`src/sv/hed_pkg.sv`:
```
// ----------------------------------------------------------------------------
// hed_pkg
// Types, character codes and the named reference table of the decoder.
// ----------------------------------------------------------------------------
package hed_pkg;

  typedef struct packed {
    logic [7:0] in_byte;
    logic       end_of_text;
  } in_item_t;

  typedef struct packed {
    logic [7:0] out_byte;
    logic       has_byte;
    logic       stream_end;
    logic       run_last;
  } out_item_t;

  localparam logic [7:0] CH_AMP   = 8'h26;
  localparam logic [7:0] CH_SEMI  = 8'h3B;
  localparam logic [7:0] CH_HASH  = 8'h23;
  localparam logic [7:0] CH_LOW_X = 8'h78;
  localparam logic [7:0] CH_UP_X  = 8'h58;
  localparam logic [7:0] CH_ZERO  = 8'h30;
  localparam logic [7:0] CH_NINE  = 8'h39;
  localparam logic [7:0] CH_UP_A  = 8'h41;
  localparam logic [7:0] CH_UP_Z  = 8'h5A;

  localparam logic [7:0] UTF8_LEAD2 = 8'hC0;
  localparam logic [7:0] UTF8_LEAD3 = 8'hE0;
  localparam logic [7:0] UTF8_LEAD4 = 8'hF0;
  localparam logic [7:0] UTF8_CONT  = 8'h80;
  localparam logic [5:0] UTF8_MASK  = 6'h3F;

  localparam int          ACC_W     = 42;
  localparam int          SUM_W     = 47;
  localparam logic [20:0] CP_LIMIT  = 21'h10FFFF;
  localparam int          NAMED_NUM = 12;
  localparam int          NAMED_LEN = 6;

  typedef logic [NAMED_LEN-1:0][7:0] name_t;

  typedef struct packed {
    logic [2:0]  len;
    name_t       text;
    logic [20:0] cp;
  } named_ref_t;

  typedef struct packed {
    logic        hit;
    logic [20:0] cp;
  } named_hit_t;

  // text holds the first character in the lowest byte
  localparam named_ref_t NAMED_TABLE [NAMED_NUM] = '{
    '{3'd3, {24'h0, "pma"},    21'h00026},
    '{3'd2, {32'h0, "tl"},     21'h0003C},
    '{3'd2, {32'h0, "tg"},     21'h0003E},
    '{3'd4, {16'h0, "touq"},   21'h00022},
    '{3'd4, {16'h0, "sopa"},   21'h00027},
    '{3'd4, {16'h0, "psbn"},   21'h00020},
    '{3'd3, {24'h0, "93#"},    21'h00027},
    '{3'd5, {8'h0,  "hsadm"},  21'h02014},
    '{3'd5, {8'h0,  "hsadn"},  21'h02013},
    '{3'd6, "pilleh",          21'h02026},
    '{3'd4, {16'h0, "ypoc"},   21'h000A9},
    '{3'd3, {24'h0, "ger"},    21'h000AE}
  };

  typedef enum logic [3:0] {
    S_IDLE, S_FL_NAME, S_FL_END, S_RES_INIT, S_RES_DIGIT, S_RES_SEL, S_UTF8,
    S_EC_AMP, S_EC_NAME, S_EC_SEMI, S_RESCAN, S_RESCAN_B
  } state_t;

  typedef enum logic [2:0] {
    DP_NOP, DP_FEED, DP_FEED_INC, DP_IDX_CLR, DP_IDX_INC, DP_CLEAR,
    DP_RES_INIT, DP_DIGIT
  } dp_op_t;

  typedef enum logic [1:0] {
    SRC_IN, SRC_HELD, SRC_B
  } src_t;

  typedef enum logic [2:0] {
    EM_FEED, EM_AMP, EM_NAME, EM_SEMI, EM_END, EM_UTF8
  } emit_sel_t;

  typedef struct packed {
    dp_op_t    op;
    logic      sel_cp;
    src_t      src;
    logic      emit;
    emit_sel_t sel;
    logic      last;
  } cmd_t;

  typedef struct packed {
    logic pend;
    logic full;
    logic len_zero;
    logic idx_end;
    logic idx_last_slot;
    logic out_free;
    logic in_eot;
    logic in_amp;
    logic in_semi;
    logic held_amp;
    logic b_amp;
    logic buf0_amp;
    logic amp_after;
    logic named_hit;
    logic num_none;
    logic use_utf8;
    logic seq_last;
  } sts_t;

  function automatic named_hit_t named_lookup(input name_t nm, input logic [2:0] len);
    named_hit_t r;
    logic       eq;
    r = '0;
    for (int e = 0; e < NAMED_NUM; e++) begin
      eq = (NAMED_TABLE[e].len == len);
      for (int p = 0; p < NAMED_LEN; p++) begin
        if (p < int'(NAMED_TABLE[e].len) && nm[p] != NAMED_TABLE[e].text[p]) begin
          eq = 1'b0;
        end
      end
      if (eq && !r.hit) begin
        r.hit = 1'b1;
        r.cp  = NAMED_TABLE[e].cp;
      end
    end
    return r;
  endfunction

endpackage

```
`src/sv/hed_dp.sv`:
```
// ----------------------------------------------------------------------------
// hed_dp
// Datapath: name window, reference state, numeric parser, UTF-8 encoder and
// output register.
// ----------------------------------------------------------------------------
module hed_dp #(
  parameter int REF_WINDOW = 10
) (
  input  logic               clk,
  input  logic               rst_n,
  input  hed_pkg::in_item_t  in_data,
  input  hed_pkg::cmd_t      cmd,
  input  logic               out_ready,
  output hed_pkg::sts_t      sts,
  output logic               out_valid,
  output hed_pkg::out_item_t out_data
);
  import hed_pkg::*;

  localparam int NAME_MAX = REF_WINDOW - 1;
  localparam int IW       = $clog2(NAME_MAX);
  localparam int LW       = $clog2(REF_WINDOW);

  logic [7:0]              buf_r [NAME_MAX];
  logic                    pend_r, pend_nxt;
  logic [LW-1:0]           len_r, len_nxt;
  logic [IW-1:0]           idx_r, idx_nxt;
  logic [7:0]              b_r, b_nxt;
  logic                    hex_r, hex_nxt;
  logic                    ok_r, ok_nxt;
  logic signed [ACC_W-1:0] acc_r, acc_nxt;
  logic [20:0]             cp_r, cp_nxt;
  logic [1:0]              nb_r, nb_nxt;
  logic                    out_valid_r, out_valid_nxt;
  out_item_t               out_r, out_nxt;

  logic                    wr_en;
  logic [IW-1:0]           wr_idx;
  logic [7:0]              feed_byte, held, c_lc, utf8_byte;
  logic                    full, amp_after, b0_hash, is_x, hex_sel, dec_sel, in_range;
  name_t                   nm;
  named_hit_t              nh;
  logic [20:0]             cp_sel, cp_sh;
  logic [1:0]              nb_sel, rem;
  logic signed [9:0]       dig;
  logic signed [SUM_W-1:0] wide, prod, sum;

  assign held = buf_r[idx_r];
  assign full = (int'(len_r) == NAME_MAX);

  always_comb begin
    case (cmd.src)
      SRC_HELD: feed_byte = held;
      SRC_B:    feed_byte = b_r;
      default:  feed_byte = in_data.in_byte;
    endcase
  end

  always_comb begin
    amp_after = 1'b0;
    for (int j = 0; j < NAME_MAX; j++) begin
      if (j == int'(idx_r) + 1 && buf_r[j] == CH_AMP) amp_after = 1'b1;
    end
  end

  for (genvar p = 0; p < NAMED_LEN; p++) begin : g_nm
    if (p < NAME_MAX) begin : g_tap
      assign nm[p] = buf_r[p];
    end else begin : g_pad
      assign nm[p] = 8'h00;
    end
  end

  assign nh = named_lookup(nm, (int'(len_r) > NAMED_LEN) ? 3'd7 : 3'(len_r));

  assign b0_hash = (len_r != '0) && (buf_r[0] == CH_HASH);
  assign is_x    = (buf_r[1] == CH_LOW_X) || (buf_r[1] == CH_UP_X);
  assign hex_sel = b0_hash && (int'(len_r) > 2) && is_x;
  assign dec_sel = b0_hash && !hex_sel && (int'(len_r) > 1);

  // digit value of the held byte
  always_comb begin
    c_lc = held;
    if (held >= CH_UP_A && held <= CH_UP_Z) c_lc = held + 8'd32;
    if (held >= CH_ZERO && held <= CH_NINE) begin
      dig = $signed({2'b00, held}) - 10'sd48;
    end else begin
      dig = $signed({2'b00, c_lc}) - 10'sd87;
    end
    wide = SUM_W'(acc_r);
    prod = hex_r ? (wide <<< 4) : ((wide <<< 3) + (wide <<< 1));
    sum  = prod + {{(SUM_W-10){dig[9]}}, dig};
  end

  assign in_range = ok_r && (acc_r >= 0) && (acc_r <= $signed(ACC_W'(CP_LIMIT)));
  assign cp_sel   = nh.hit ? nh.cp : acc_r[20:0];

  always_comb begin
    if (cp_sel < 21'h80)         nb_sel = 2'd0;
    else if (cp_sel < 21'h800)   nb_sel = 2'd1;
    else if (cp_sel < 21'h10000) nb_sel = 2'd2;
    else                         nb_sel = 2'd3;
  end

  always_comb begin
    rem = nb_r - idx_r[1:0];
    case (rem)
      2'd0:    cp_sh = cp_r;
      2'd1:    cp_sh = cp_r >> 6;
      2'd2:    cp_sh = cp_r >> 12;
      default: cp_sh = cp_r >> 18;
    endcase
    if (idx_r == '0) begin
      case (nb_r)
        2'd1:    utf8_byte = UTF8_LEAD2 | cp_sh[7:0];
        2'd2:    utf8_byte = UTF8_LEAD3 | cp_sh[7:0];
        2'd3:    utf8_byte = UTF8_LEAD4 | cp_sh[7:0];
        default: utf8_byte = cp_sh[7:0];
      endcase
    end else begin
      utf8_byte = UTF8_CONT | {2'b00, cp_sh[5:0] & UTF8_MASK};
    end
  end

  always_comb begin
    pend_nxt = pend_r;
    len_nxt  = len_r;
    idx_nxt  = idx_r;
    b_nxt    = b_r;
    hex_nxt  = hex_r;
    ok_nxt   = ok_r;
    acc_nxt  = acc_r;
    cp_nxt   = cp_r;
    nb_nxt   = nb_r;
    wr_en    = 1'b0;
    wr_idx   = len_r[IW-1:0];
    case (cmd.op)
      DP_FEED, DP_FEED_INC: begin
        if (cmd.op == DP_FEED_INC) idx_nxt = idx_r + 1'b1;
        if (!pend_r) begin
          if (feed_byte == CH_AMP) begin
            pend_nxt = 1'b1;
            len_nxt  = '0;
          end
        end else if (feed_byte == CH_SEMI) begin
          len_nxt = len_r;
        end else if (!full) begin
          wr_en   = 1'b1;
          len_nxt = len_r + 1'b1;
        end else begin
          pend_nxt = 1'b0;
          len_nxt  = '0;
          b_nxt    = feed_byte;
          idx_nxt  = '0;
        end
      end
      DP_IDX_CLR: idx_nxt = '0;
      DP_IDX_INC: idx_nxt = idx_r + 1'b1;
      DP_CLEAR: begin
        pend_nxt = 1'b0;
        len_nxt  = '0;
      end
      DP_RES_INIT: begin
        hex_nxt = hex_sel;
        ok_nxt  = hex_sel || dec_sel;
        acc_nxt = '0;
        idx_nxt = hex_sel ? IW'(2) : IW'(1);
      end
      DP_DIGIT: begin
        idx_nxt = idx_r + 1'b1;
        if (!hex_r && (held < CH_ZERO || held > CH_NINE)) ok_nxt = 1'b0;
        if (sum > (SUM_W'(1) <<< 40))       acc_nxt = ACC_W'(1) <<< 40;
        else if (sum < -(SUM_W'(1) <<< 40)) acc_nxt = -(ACC_W'(1) <<< 40);
        else                                acc_nxt = ACC_W'(sum);
      end
      default: pend_nxt = pend_r;
    endcase
    if (cmd.sel_cp) begin
      cp_nxt  = cp_sel;
      nb_nxt  = nb_sel;
      idx_nxt = '0;
    end
  end

  always_comb begin
    out_nxt          = out_r;
    out_valid_nxt    = out_valid_r && !out_ready;
    if (cmd.emit) begin
      out_valid_nxt       = 1'b1;
      out_nxt.has_byte    = 1'b1;
      out_nxt.stream_end  = 1'b0;
      out_nxt.run_last    = cmd.last;
      case (cmd.sel)
        EM_AMP:  out_nxt.out_byte = CH_AMP;
        EM_NAME: out_nxt.out_byte = held;
        EM_SEMI: out_nxt.out_byte = CH_SEMI;
        EM_UTF8: out_nxt.out_byte = utf8_byte;
        EM_END: begin
          out_nxt.out_byte   = 8'h00;
          out_nxt.has_byte   = 1'b0;
          out_nxt.stream_end = 1'b1;
        end
        default: out_nxt.out_byte = feed_byte;
      endcase
    end
  end

  always_ff @(posedge clk) begin
    if (!rst_n) begin
      pend_r      <= 1'b0;
      len_r       <= '0;
      idx_r       <= '0;
      out_valid_r <= 1'b0;
    end else begin
      pend_r      <= pend_nxt;
      len_r       <= len_nxt;
      idx_r       <= idx_nxt;
      out_valid_r <= out_valid_nxt;
    end
    b_r   <= b_nxt;
    hex_r <= hex_nxt;
    ok_r  <= ok_nxt;
    acc_r <= acc_nxt;
    cp_r  <= cp_nxt;
    nb_r  <= nb_nxt;
    out_r <= out_nxt;
    if (wr_en) buf_r[wr_idx] <= feed_byte;
  end

  assign out_valid = out_valid_r;
  assign out_data  = out_r;

  assign sts.pend          = pend_r;
  assign sts.full          = full;
  assign sts.len_zero      = (len_r == '0);
  assign sts.idx_end       = ((LW'(idx_r) + LW'(1)) == len_r);
  assign sts.idx_last_slot = (int'(idx_r) == NAME_MAX - 1);
  assign sts.out_free      = !out_valid_r || out_ready;
  assign sts.in_eot        = in_data.end_of_text;
  assign sts.in_amp        = (in_data.in_byte == CH_AMP);
  assign sts.in_semi       = (in_data.in_byte == CH_SEMI);
  assign sts.held_amp      = (held == CH_AMP);
  assign sts.b_amp         = (b_r == CH_AMP);
  assign sts.buf0_amp      = (buf_r[0] == CH_AMP);
  assign sts.amp_after     = amp_after;
  assign sts.named_hit     = nh.hit;
  assign sts.num_none      = !(hex_sel || dec_sel);
  assign sts.use_utf8      = nh.hit || in_range;
  assign sts.seq_last      = (idx_r == IW'(nb_r));

endmodule

```
`src/sv/hed_ctrl.sv`:
```
// ----------------------------------------------------------------------------
// hed_ctrl
// Controller: sequences feeding, resolving, echoing, flushing and rescanning.
// ----------------------------------------------------------------------------
module hed_ctrl (
  input  logic          clk,
  input  logic          rst_n,
  input  logic          in_valid,
  input  hed_pkg::sts_t sts,
  output logic          in_ready,
  output hed_pkg::cmd_t cmd
);
  import hed_pkg::*;

  state_t state_r, state_nxt;
  logic   fire;

  assign fire = in_valid && in_ready;

  always_comb begin
    state_nxt = state_r;
    unique case (state_r)
      S_IDLE: begin
        if (fire) begin
          if (sts.in_eot) begin
            if (sts.pend) state_nxt = sts.len_zero ? S_FL_END : S_FL_NAME;
          end else if (sts.pend && sts.in_semi) begin
            state_nxt = S_RES_INIT;
          end else if (sts.pend && sts.full) begin
            state_nxt = S_RESCAN;
          end
        end
      end
      S_FL_NAME:   if (sts.out_free && sts.idx_end) state_nxt = S_FL_END;
      S_FL_END:    if (sts.out_free) state_nxt = S_IDLE;
      S_RES_INIT:  state_nxt = (sts.named_hit || sts.num_none) ? S_RES_SEL : S_RES_DIGIT;
      S_RES_DIGIT: if (sts.idx_end) state_nxt = S_RES_SEL;
      S_RES_SEL:   state_nxt = sts.use_utf8 ? S_UTF8 : S_EC_AMP;
      S_UTF8:      if (sts.out_free && sts.seq_last) state_nxt = S_IDLE;
      S_EC_AMP:    if (sts.out_free) state_nxt = sts.len_zero ? S_EC_SEMI : S_EC_NAME;
      S_EC_NAME:   if (sts.out_free && sts.idx_end) state_nxt = S_EC_SEMI;
      S_EC_SEMI:   if (sts.out_free) state_nxt = S_IDLE;
      S_RESCAN: begin
        if ((sts.pend || sts.held_amp || sts.out_free) && sts.idx_last_slot)
          state_nxt = S_RESCAN_B;
      end
      S_RESCAN_B:  if (sts.pend || sts.b_amp || sts.out_free) state_nxt = S_IDLE;
      default:     state_nxt = S_IDLE;
    endcase
  end

  always_comb begin
    in_ready   = 1'b0;
    cmd        = '0;
    cmd.op     = DP_NOP;
    cmd.src    = SRC_IN;
    cmd.sel    = EM_FEED;
    unique case (state_r)
      S_IDLE: begin
        in_ready = sts.out_free;
        if (fire) begin
          if (sts.in_eot) begin
            cmd.emit = 1'b1;
            if (sts.pend) begin
              cmd.op  = DP_IDX_CLR;
              cmd.sel = EM_AMP;
            end else begin
              cmd.sel  = EM_END;
              cmd.last = 1'b1;
            end
          end else begin
            cmd.op = DP_FEED;
            if (!sts.pend && !sts.in_amp) begin
              cmd.emit = 1'b1;
              cmd.last = 1'b1;
            end else if (sts.pend && sts.full && !sts.in_semi) begin
              cmd.emit = 1'b1;
              cmd.sel  = EM_AMP;
              cmd.last = sts.buf0_amp;
            end
          end
        end
      end
      S_FL_NAME: begin
        if (sts.out_free) begin
          cmd.emit = 1'b1;
          cmd.sel  = EM_NAME;
          cmd.op   = DP_IDX_INC;
        end
      end
      S_FL_END: begin
        if (sts.out_free) begin
          cmd.emit = 1'b1;
          cmd.sel  = EM_END;
          cmd.last = 1'b1;
          cmd.op   = DP_CLEAR;
        end
      end
      S_RES_INIT:  cmd.op = DP_RES_INIT;
      S_RES_DIGIT: begin
        cmd.op  = DP_DIGIT;
        cmd.src = SRC_HELD;
      end
      S_RES_SEL:   cmd.sel_cp = 1'b1;
      S_UTF8: begin
        if (sts.out_free) begin
          cmd.emit = 1'b1;
          cmd.sel  = EM_UTF8;
          cmd.last = sts.seq_last;
          cmd.op   = sts.seq_last ? DP_CLEAR : DP_IDX_INC;
        end
      end
      S_EC_AMP: begin
        if (sts.out_free) begin
          cmd.emit = 1'b1;
          cmd.sel  = EM_AMP;
          cmd.op   = DP_IDX_CLR;
        end
      end
      S_EC_NAME: begin
        if (sts.out_free) begin
          cmd.emit = 1'b1;
          cmd.sel  = EM_NAME;
          cmd.op   = DP_IDX_INC;
        end
      end
      S_EC_SEMI: begin
        if (sts.out_free) begin
          cmd.emit = 1'b1;
          cmd.sel  = EM_SEMI;
          cmd.last = 1'b1;
          cmd.op   = DP_CLEAR;
        end
      end
      S_RESCAN: begin
        cmd.src = SRC_HELD;
        if (sts.pend || sts.held_amp) begin
          cmd.op = DP_FEED_INC;
        end else if (sts.out_free) begin
          cmd.op   = DP_FEED_INC;
          cmd.emit = 1'b1;
          cmd.last = sts.idx_last_slot ? sts.b_amp : sts.amp_after;
        end
      end
      S_RESCAN_B: begin
        cmd.src = SRC_B;
        if (sts.pend || sts.b_amp) begin
          cmd.op = DP_FEED;
        end else if (sts.out_free) begin
          cmd.op   = DP_FEED;
          cmd.emit = 1'b1;
          cmd.last = 1'b1;
        end
      end
      default: cmd.op = DP_NOP;
    endcase
  end

  always_ff @(posedge clk) begin
    if (!rst_n) begin
      state_r <= S_IDLE;
    end else begin
      state_r <= state_nxt;
    end
  end

endmodule

```
`src/sv/html_entity_decoder.sv`:
```
// ----------------------------------------------------------------------------
// html_entity_decoder
// Streaming HTML character reference decoder with UTF-8 output.
// ----------------------------------------------------------------------------
// Input channel in_valid/in_ready/in_data carries one text byte or an end of
// text mark per transaction. Output channel out_valid/out_ready/out_data
// carries one decoded byte or the bare end marker; run_last flags the last
// transaction caused by an input, stream_end flags the end marker.
// Plain bytes and bytes held into a reference name are handled on acceptance;
// a plain byte appears in the cycle after acceptance, and a new byte is taken
// every cycle while the output register drains and no sequence runs.
// A closing ';' runs a resolve sequence: a setup step, a step per numeric
// digit, a select step, then the emitted bytes in turn (UTF-8 sequence, or
// the echoed '&' name ';'). Window overflow emits '&' and then rescans the
// held bytes one per cycle. End of text flushes the open reference one byte
// per cycle before the end marker. The single output register and the
// byte-serial controller set this pace. While the output register holds a
// byte that out_ready has not taken, emitting steps hold and input is not
// accepted. Reset clears the open reference and the output valid flag.
// ----------------------------------------------------------------------------
module html_entity_decoder #(
  parameter int REF_WINDOW = 10
) (
  input  logic               clk,
  input  logic               rst_n,
  input  logic               in_valid,
  output logic               in_ready,
  input  hed_pkg::in_item_t  in_data,
  output logic               out_valid,
  input  logic               out_ready,
  output hed_pkg::out_item_t out_data
);
  import hed_pkg::*;

  cmd_t cmd;
  sts_t sts;

  hed_ctrl u_ctrl (
    .clk      (clk),
    .rst_n    (rst_n),
    .in_valid (in_valid),
    .sts      (sts),
    .in_ready (in_ready),
    .cmd      (cmd)
  );

  hed_dp #(
    .REF_WINDOW (REF_WINDOW)
  ) u_dp (
    .clk       (clk),
    .rst_n     (rst_n),
    .in_data   (in_data),
    .cmd       (cmd),
    .out_ready (out_ready),
    .sts       (sts),
    .out_valid (out_valid),
    .out_data  (out_data)
  );

`ifndef NO_ASSERTIONS
  a_emit_free: assert property (@(posedge clk) disable iff (!rst_n)
    cmd.emit |-> sts.out_free)
    else $error("emit into occupied output register");

  a_end_shape: assert property (@(posedge clk) disable iff (!rst_n)
    out_valid && out_data.stream_end |-> out_data.run_last && !out_data.has_byte)
    else $error("end marker malformed");

  a_accept_free: assert property (@(posedge clk) disable iff (!rst_n)
    in_valid && in_ready |-> sts.out_free)
    else $error("input accepted with output blocked");
`endif

endmodule
```
`config.mk`:
```
export PLATFORM = sky130hd
export DESIGN_NAME = html_entity_decoder
export DESIGN_NICKNAME = d
export VERILOG_FILES = /design/src/sv/hed_pkg.sv /design/src/sv/hed_dp.sv /design/src/sv/hed_ctrl.sv /design/src/sv/html_entity_decoder.sv
export SDC_FILE = /design/constraint.sdc
export NUM_CORES = 1
export LEC_CHECK = 0
export ABC_AREA = 1
export BUFFER_PORTS_ARGS = -buffer_cell sky130_fd_sc_hd__buf_4
export CAP_MARGIN = 20
export CORE_UTILIZATION = 50
export DETAILED_ROUTE_END_ITERATION = 16
export GPL_ROUTABILITY_DRIVEN = 0
export GPL_TIMING_DRIVEN = 0
export PLACE_DENSITY = 0.72
export SLEW_MARGIN = 20
export SYNTH_ARGS = -nofsm -noshare
export SYNTH_HDL_FRONTEND = slang
export SYNTH_HIERARCHICAL = 1
export SYNTH_SLANG_ARGS = --single-unit
export TNS_END_PERCENT = 10
```
`constraint.sdc`:
```
create_clock -name clk -period 10.4 [get_ports clk]
set_input_delay 2.6 -clock clk [delete_from_list [all_inputs] [get_ports clk]]
set_output_delay 2.6 -clock clk [all_outputs]
set_load 0.01 [all_outputs]
```
# Word level (Yosys, flattened, before mapping)

Memories as Yosys holds them, arrays and structs flattened. A register that Yosys moved wholly into a read port is not among the register bits.
Index checks and enable logic that the tools add are counted.
Widths: inputs -> output; s select.

Add/sub/neg operators: 9
$mul: 0
Divide/modulo/power cells: 0
Magnitude comparators: 16
Equal/unequal tests: 113
Shifts and indexed selects: 0
Mux-type cells: 164
Bitwise logic cells: 2
Reductions and logical operators: 88

Operators with widths:

| cell                 | count |
|---|---|
| $mux 22              | 12 |
| $ne 8x7->1 const B   | 31 |
| $eq 4x32->1 const A  | 4 |
| $eq 8x6->1 const B   | 16 |
| $mux 4               | 25 |
| $mux 1               | 84 |
| $mux 42              | 2 |
| $pmux 42 s2          | 1 |
| $eq 3x32->1 const A  | 2 |
| $pmux 8 s3           | 2 |
| $add 47x47->47       | 1 |
| $gt 47x42->1 const B | 1 |
| $lt 47x41->1 const B | 1 |
| $mux 47              | 1 |
| $add 45x43->46       | 1 |
| $pmux 4 s11          | 1 |
| $ge 42x1->1 const B  | 1 |
| $le 42x22->1 const B | 1 |
| $pmux 8 s5           | 1 |
| $logic_and 1x1->1    | 39 |
| $eq 2x32->1 const A  | 1 |
| $eq 5x32->1 const A  | 1 |
| $logic_not 32->1     | 1 |
| $mux 5               | 6 |
| 64 further kinds     | 156 |

Register bits: 100
Latch bits: 0
Bits in writable memories: 72
Bits in read-only memories: 0
Input bits: 13
Output and inout port bits: 13
Word-level logic and storage cells: 409
Memories kept: 1

Memory list:

| name       | words | width | rd ports | clocked after memory_dff | wr ports | RTL line     | RTL |
|---|---|---|---|---|---|---|---|
| u_dp.buf_r | 9     | 8     | 10       | 1                        | 1        | hed_dp.sv:24 | `logic [7:0] buf_r [NAME_MAX];` |

# Depth between registers and ports, before layout

Gate-level depths: netlist of the first run.

Depth in word-level cells: 44
Mapped depth: 44
Gate-level depth less buffers: 41

# Hierarchy

Netlist of the first run, hierarchy kept.

By module, submodules not included:

| module   | instances | cells an instance | area each (sq um) | seq. area each (sq um) |
|---|---|---|---|---|
| hed_dp   | 1         | 2,829             | 19,267.2          | 6,706.4 |
| hed_ctrl | 1         | 156               | 803.3             | 80.1 |

# Worst setup path before layout of the first run

OpenSTA, ideal clock, no wires.

Path type: in2out
Start point: input port out_ready
End point: output port in_ready
Arrival: 3.105 ns
Data required time: 7.800 ns
Setup slack: 4.695 ns
Stages: 5
Buffers on the path: 1
Cells stage by stage: inv_1 -> nand2_1 -> buf_2 -> inv_2 -> nor2_2

RTL lines:

| what               | RTL line                  | RTL |
|---|---|---|
| start: declaration | html_entity_decoder.sv:30 | `input logic out_ready,` |
| end: declaration   | html_entity_decoder.sv:27 | `output logic in_ready,` |

==> results of run 1 <==
==> worst reg2reg max path: cells and delay by family (launching register included) <==
family                     cells  cell delay [ns]
and+or+nand+nor               24             3.55
AOI/OAI and AO/OA              4             0.73
adders and majority gates      2             0.89
xor gates and xnor gates       1             0.16
buffers and inverters          4             1.13
DFF                            1             0.41
==> placed cells by master (no fill, tap or decap), types with 6 or more instances in the layout <==
master,count
edfxtp_1,214
nor3_2,10
nand4_1,54
nor2_1,401
clkinv_1,6
nand2_2,18
or2_2,21
o21ai_1,13
clkbuf_16,25
nor2_2,11
buf_6,12
ha_1,108
buf_4,30
inv_2,12
nor4_1,35
xnor2_1,20
clkbuf_1,17
a21o_1,7
o211ai_1,27
dfxtp_1,18
xor2_1,26
a21oi_1,141
o21bai_1,12
nand3b_1,8
a31oi_1,15
inv_1,498
buf_2,17
nor3_1,57
o21ai_0,117
nand3_1,230
nand2_1,791
conb_1,8
==> path summary, 6_finish.rpt <==
path	start	to	slack, ns
max	register	u_dp/acc_r[3]	3.38
min	u_dp/out_valid	u_dp/out_valid	0.57
max reg2reg	register	u_dp/acc_r[3]	3.38
min reg2reg	u_dp/out_valid	u_dp/out_valid	0.57
==> stage by stage <==
| step | std cells | worst slack [ns] | hold slack (ns) | utilization | cell area (um^2) |
|---|---|---|---|---|---|
| CTS | 3588 | 3.59 | 0.569 | 0.553 | 21900 |
| detailed placement | 3542 | 3.65 | 0.557 | 0.530 | 21000 |
| global placement | 3541 | 3.29 | 0.555 | 0.528 | 20900 |
| global route | 3588 | 2.79 | 0.599 | 0.553 | 21900 |
| floorplan | 2992 | 4.69 | 0.483 | - | 20100 |
| finish | 3588 | 3.38 | 0.575 | 0.553 | 21900 |
==> registers in the layout, indices dropped and copies added, names as in the netlist, named ones only <==
| name | flops |
|---|---|
| u_dp/buf_r | 128 |
| u_dp/acc_r | 42 |
| u_dp/cp_r | 21 |
| u_dp/out_data | 11 |
| u_dp/b_r | 8 |
| u_ctrl/state_r | 4 |
| u_dp/idx_r | 4 |
| u_dp/len_r | 4 |
| u_dp/nb_r | 2 |
| u_dp/hex_r | 1 |
| u_dp/ok_r | 1 |
| u_dp/out_valid | 1 |
| u_dp/pend_r | 1 |
==> layer usage <==
layer / wire, um / up-vias
li1: - / 9870
met1: 25300 / 9263
met2: 29800 / 1170
met3: 6260 / 229
met4: 3350 / 0
met5: 0 / -
==> synthesized netlist by cell type (3+ instances only) <==
master	instances	share of area
nand2_1	792	0.15
inv_1	499	0.093
nor2_1	401	0.075
nand3_1	230	0.057
edfxtp_1	214	0.32
a21oi_1	141	0.035
o21ai_0	117	0.029
ha_1	108	0.067
nor3_1	67	0.017
nand4_1	54	0.017
nor4_1	35	0.011
o211ai_1	27	0.010
xor2_1	26	0.011
or2_2	21	0.0065
xnor2_1	20	0.0087
dfxtp_1	18	0.018
buf_2	17	0.0042
nand2_2	17	0.0053
a31oi_1	15	0.0047
clkbuf_1	15	0.0028
o21ai_1	13	0.0032
buf_6	12	0.0067
nor2_2	12	0.0037
o21bai_1	12	0.0045
inv_2	11	0.0021
nand3b_1	8	0.0030
a21o_1	7	0.0026
buf_4	6	0.0022
and3_1	5	0.0016
mux2i_1	5	0.0025
a21boi_0	4	0.0015
nand3_2	4	0.0020
nor3b_1	4	0.0015
o22ai_1	4	0.0012
o31ai_1	4	0.0015
a21oi_2	3	0.0013
a22oi_1	3	0.0011
a31o_2	3	0.0013
o2111ai_1	3	0.0013
o21a_1	3	0.0011
==> cell type report <==
cell class / instances / share of cell area
Buffer: 51 / 0.0149
Sequential cell: 232 / 0.310
Clock inverter: 18 / 0.0108
Clock buffer: 28 / 0.0295
Tap cell: 525 / 0.0300
Timing Repair Buffer: 25 / 0.00914
Inverter: 512 / 0.0877
Multi-Input combinational cell: 2197 / 0.508
==> logic make-up after synthesis <==
kind of cell	synth area share
simple gates	0.352
buf+inv	0.112
compound gates	0.106
flops	0.338
fa+ha+maj	0.0693
xor+xnor	0.0201
mux	0.00249
other cells	0.000187
==> results.ini, run 1 <==
[timing]
worst_clock_skew_ns = 0.0139
rsz0062_at_grt = no
slew_headroom = 0.219
clock.fmax_ghz = 0.143
slew_viol_final = 0
setup-violations-final = 0
worstMarginPinSlew_ns = 1.17
fin_setup_tns_ns = 0
hold_viol_final = 0
finalCritPeriodShare = 0.675
period_minus_slack_ns = 7.02

[routing]
vias_per_cell = 5.72
num_vias = 20500
wl_per_cell_um = 18.0
postRouteAntennaNets = 0
drt_pass1_iterations = 8
drcViolationCount = 0
drtIter0Drc = 2243
wl_um = 64600

[clocking]
cts_setup_buffers = 0
hold_buffers = 0
htreeDepth = 1
cts_tree = built
clock_latency_ns = 0.56
clk_pin_slew_ns = 0.06
cts-root-buf = clkbuf_16
cts_resized = 0
cts.sinks = 232
cts-buffers-inserted = 25
cts.path.max_buffers = 3

[setup_path]
critPathArrivalTime_ns = 7.40
cpMaxStageDelayCell = ha_1
cp_common_cell = nand2_1
cp-start-kind = register
crit_family = simple AND/OR/NAND/NOR gates
ff2ff_path_depth = 35
critPathCaptureType = register
cp_num_buf_inv = 4
cp_max_fo = 38
cp_data_required_time_ns = 10.78
crit_type = register to register
cp.depth = 35
max_stage_delay_ns = 0.63

[global_routing]
busiest_layer = met2
grt.met2_usage = 0.519
globalRouteMet3Util = 0.0474
track_usage = 0.310
grt_pass1_wl_um = 100000
globalRouteMet1Util = 0.391
globalRouteOverflowTotal = 0
antenna_found_initial = 0
grt_max_degree = 39
grt_pass1_vias = 18800

[synth]
async_reset_ff_frac = 0
synth_edf_count = 214
synth_seq_area_share = 0.338
ys.flop_type = edfxtp_1
yosysUniqueCellTypes = 59
synth_warnings = 6
ys_ff_latch = 232
synth.avg_cell_area_um2 = 6.72
syn_area_um2 = 20100
syn_inst = 2985

[final_layout]
multiInputGateArea_um2 = 11100
drive_above_1_share = 0.0624
nFillCells = 3794
finalNetCount = 3167
diodes = 0
seqCellArea_um2 = 6790
syn2layout_area_growth_pct = 9.13

[min_path]
hold_depth = 2
hold_class = register to register

[flow_run]
drv_cap = 0

[die]
top_level_ports = 26
fp.dieW_um = 202
initial_core_util = 0.506
dieArea_um2 = 40900
fp-row-count = 73
coreArea_um2 = 39600
die_h_um = 202

[placement]
dp_hpwl_um = 50800
io_buffer_count = 24

[status]
status = completed

Power of run 1 is left out: the tool's default activity adds up to more than one toggle a clock period on the data nets, which glitch-free logic cannot reach.
==> inputs of run 2 (changes only) <==
Settings changed: ABC_AREA 1 to 0.
Clock period 10.4 ns to 7.1 ns, I/O delays scaled along.
==> results.ini, run 2 <==
[setup_path]
ff2ff_setup_slack_ns = 0.05  ; was 3.38 ns
cp-start-kind = register  ; unchanged
critPathArrivalTime_ns = 7.38  ; was 7.40 ns
cpMaxStageDelayCell = mux4_2  ; was ha_1
critPathCaptureType = register  ; unchanged
cp_data_required_time_ns = 7.43  ; was 10.78 ns
ff2ff_path_depth = 28  ; was 35
max_stage_delay_ns = 0.60  ; was 0.63 ns
cp_max_fo = 7  ; was 38
crit_type = register to register  ; unchanged
r2r-end = u_dp/acc_r[5]  ; was u_dp/acc_r[3]

[clocking]
cts-buffers-inserted = 24  ; was 25
cts_tree = built  ; unchanged
cts.sinks = 232  ; unchanged
clock_latency_ns = 0.54  ; was 0.56 ns
clk_pin_slew_ns = 0.07  ; was 0.06 ns
htreeDepth = 1  ; unchanged
cts.path.max_buffers = 3  ; unchanged
hold_buffers = 0  ; unchanged
cts-root-buf = clkbuf_16  ; unchanged

[timing]
hold_viol_final = 0  ; unchanged
period_minus_slack_ns = 7.05  ; was 7.02 ns
setup-violations-final = 0  ; unchanged
clock.fmax_ghz = 0.142  ; was 0.143 GHz
slew_headroom = 0.207  ; was 0.219
worst_clock_skew_ns = 0.0339  ; was 0.0139 ns
finalCritPeriodShare = 0.993  ; was 0.675
holdWs_ns = 0.688  ; was 0.575 ns
worstMarginPinSlew_ns = 1.18  ; was 1.17 ns
slew_viol_final = 0  ; unchanged

[synth]
ys_ff_latch = 232  ; unchanged
ys.flop_type = edfxtp_1  ; unchanged
synth_common_cells = edfxtp_1 (214), nand2_1 (178), a21oi_1 (144)  ; was nand2_1 (792), inv_1 (499), nor2_1 (401)
synth_top_area_share = 0.358  ; was 0.320
synth_warnings = 6  ; unchanged
yosys.area.top_type = edfxtp_1  ; unchanged
synth_most_common_cell = edfxtp_1  ; was nand2_1
async_reset_ff_frac = 0  ; unchanged
synth.avg_cell_area_um2 = 9.60  ; was 6.72 um^2
yosysUniqueCellTypes = 89  ; was 59
synth_area_leaders = edfxtp_1 (36%), ha_1 (7.5%), a21oi_1 (4.0%), nand2_1 (3.7%), mux4_2 (3.3%)  ; was edfxtp_1 (32%), nand2_1 (15%), inv_1 (9.3%), nor2_1 (7.5%), ha_1 (6.7%)
synth_seq_area_share = 0.378  ; was 0.338
syn_area_um2 = 18000  ; was 20100 um^2
syn_inst = 1871  ; was 2985
synth_edf_count = 214  ; unchanged

[min_path]
hold_end = u_ctrl/state_r[3]  ; was u_dp/out_valid
hold_class = register to register  ; unchanged
hold_start = u_ctrl/state_r[2]  ; was u_dp/out_valid
hold_depth = 3  ; was 2

[die]
die_h_um = 192  ; was 202 um
top_level_ports = 26  ; unchanged
initial_core_util = 0.506  ; about the same
coreArea_um2 = 35500  ; was 39600 um^2
fp.dieW_um = 192  ; was 202 um
fp-row-count = 69  ; was 73
dieArea_um2 = 36700  ; was 40900 um^2

[global_routing]
grt_max_degree = 39  ; unchanged
globalRouteOverflowTotal = 0  ; unchanged
grt_pass1_vias = 14900  ; was 18800
track_usage = 0.293  ; was 0.310
antenna_found_initial = 0  ; unchanged
grt_pass1_wl_um = 83100  ; was 100000 um

[routing]
drcViolationCount = 0  ; unchanged
wl_per_cell_um = 22.8  ; was 18.0 um
vias_per_cell = 6.63  ; was 5.72
postRouteAntennaNets = 0  ; unchanged
drtIter0Drc = 1853  ; was 2243
num_vias = 16400  ; was 20500
drt_pass1_iterations = 6  ; was 8
wl_um = 56300  ; was 64600 um

[flow_run]
drv_cap = 0  ; unchanged

[final_layout]
drive_above_1_share = 0.203  ; was 0.0624
top_register = u_dp/buf_r  ; unchanged
syn2layout_area_growth_pct = 18.7  ; was 9.13%
fin_area_um2 = 21300  ; was 21900 um^2
top_regs = u_dp/buf_r (128), u_dp/acc_r (42), u_dp/cp_r (21)  ; unchanged
finalNetCount = 2117  ; was 3167
diodes = 0  ; unchanged
mostFrequentLayoutCells = edfxtp_1 (214), nand2_1 (175), nor2_1 (127)  ; was nand2_1 (791), inv_1 (498), nor2_1 (401)
final_common_cell = edfxtp_1  ; was nand2_1
largest_reg_flops = 128  ; unchanged

[placement]
dp_hpwl_um = 40300  ; was 50800 um
place_area_um2 = 18900  ; was 21000 um^2
io_buffer_count = 24  ; unchanged

[power_and_ir_drop]
p_leak_uw = 0.00793
p_per_area_nw_per_um2 = 389
ir_worst_vdd_uv = 286

[status]
status = completed  ; unchanged

-- run 2: per-stage QoR --
stage | setup WS (ns) | total power (uW) | setup TNS (ns) | utilization | std cells
floorplan | 0.0996 | 4580 | 0 | - | 1878
global placement | -1.68 | 5520 | -62.32 | 0.528 | 2363
detailed placement | -1.55 | 5670 | -55.00 | 0.532 | 2370
CTS | -0.0340 | 7380 | -0.0927 | 0.569 | 2422
global route | -0.0878 | 8680 | -1.89 | 0.600 | 2473
finish | 0.0489 | 8290 | 0 | 0.600 | 2473
-- run 2: how the worst max path moves through the flow --
stage / from / end / cells past startpoint / slack [ns]
floorplan: register / u_dp/acc_r[4] / 27 / 0.1
global placement: register / u_dp/acc_r[37] / 28 / -1.68
detailed placement: register / u_dp/acc_r[5] / 28 / -1.55
CTS: register / u_dp/acc_r[14] / 27 / -0.03
global route: register / u_dp/acc_r[33] / 29 / -0.09
finish: register / u_dp/acc_r[5] / 28 / 0.05
-- run 2: cells by family (layout without fill, tap and decap cells) --
family | after synthesis | after routing | share of synthesized area
AO/OA/AOI/OAI | 555 | 556 | 0.209
XOR/XNOR | 83 | 83 | 0.0405
adder cells (fa/ha/maj) | 110 | 110 | 0.0775
buffers and inverters | 150 | 283 | 0.0364
flip-flops | 232 | 232 | 0.378
multiplexers | 65 | 65 | 0.0634
other | 1 | 8 | 0.000209
AND/OR/NAND/NOR | 675 | 675 | 0.195
-- run 2: worst max-delay path: cells and delay by family (launching register included) --
| kind | cells | cell delay, ns |
|---|---|---|
| AND/OR/NAND/NOR | 4 | 1.13 |
| flip-flops | 1 | 0.44 |
| buffers and inverters | 8 | 1.28 |
| adder cells (fa/ha/maj) | 2 | 0.40 |
| AO/OA/AOI/OAI | 10 | 2.21 |
| XOR/XNOR | 2 | 0.27 |
| multiplexers | 2 | 1.08 |
-- run 2: final cells by class --
class | count | area [um^2]
sequential | 232 | 6790
tap | 461 | 577
clock inverter | 15 | 176
fill | 2832 | 14200
clock buffer | 29 | 639
multi-input combinational | 1497 | 11400
buffer | 73 | 447
timing repair buffer | 109 | 1040
inverter | 57 | 221
-- run 2: per-layer routing --
metal  global-route usage  vias up  part of all wire
met2                0.491      991              0.47
li1                     -     7424                 -
met5                    0        -                 0
met3               0.0455      212             0.090
met1                0.366     7775              0.38
met4                0.149        0             0.054
-- run 2: power by group --
group,switching (uW),leakage [uW],internal (uW)
Sequential,47.1,0.00216,1590
Combinational,3160,0.00539,2180
Clock,557,0.000387,757
-- run 2: timing repair --
item | in CTS | in global routing
endpoints found under the setup margin | 42 | 40
gates cloned | 3 | 5
resized for setup | 74 | 132
pin swaps | 18 | 49
setup buffers | 17 | 54
(Power assumes the default switching activity.)
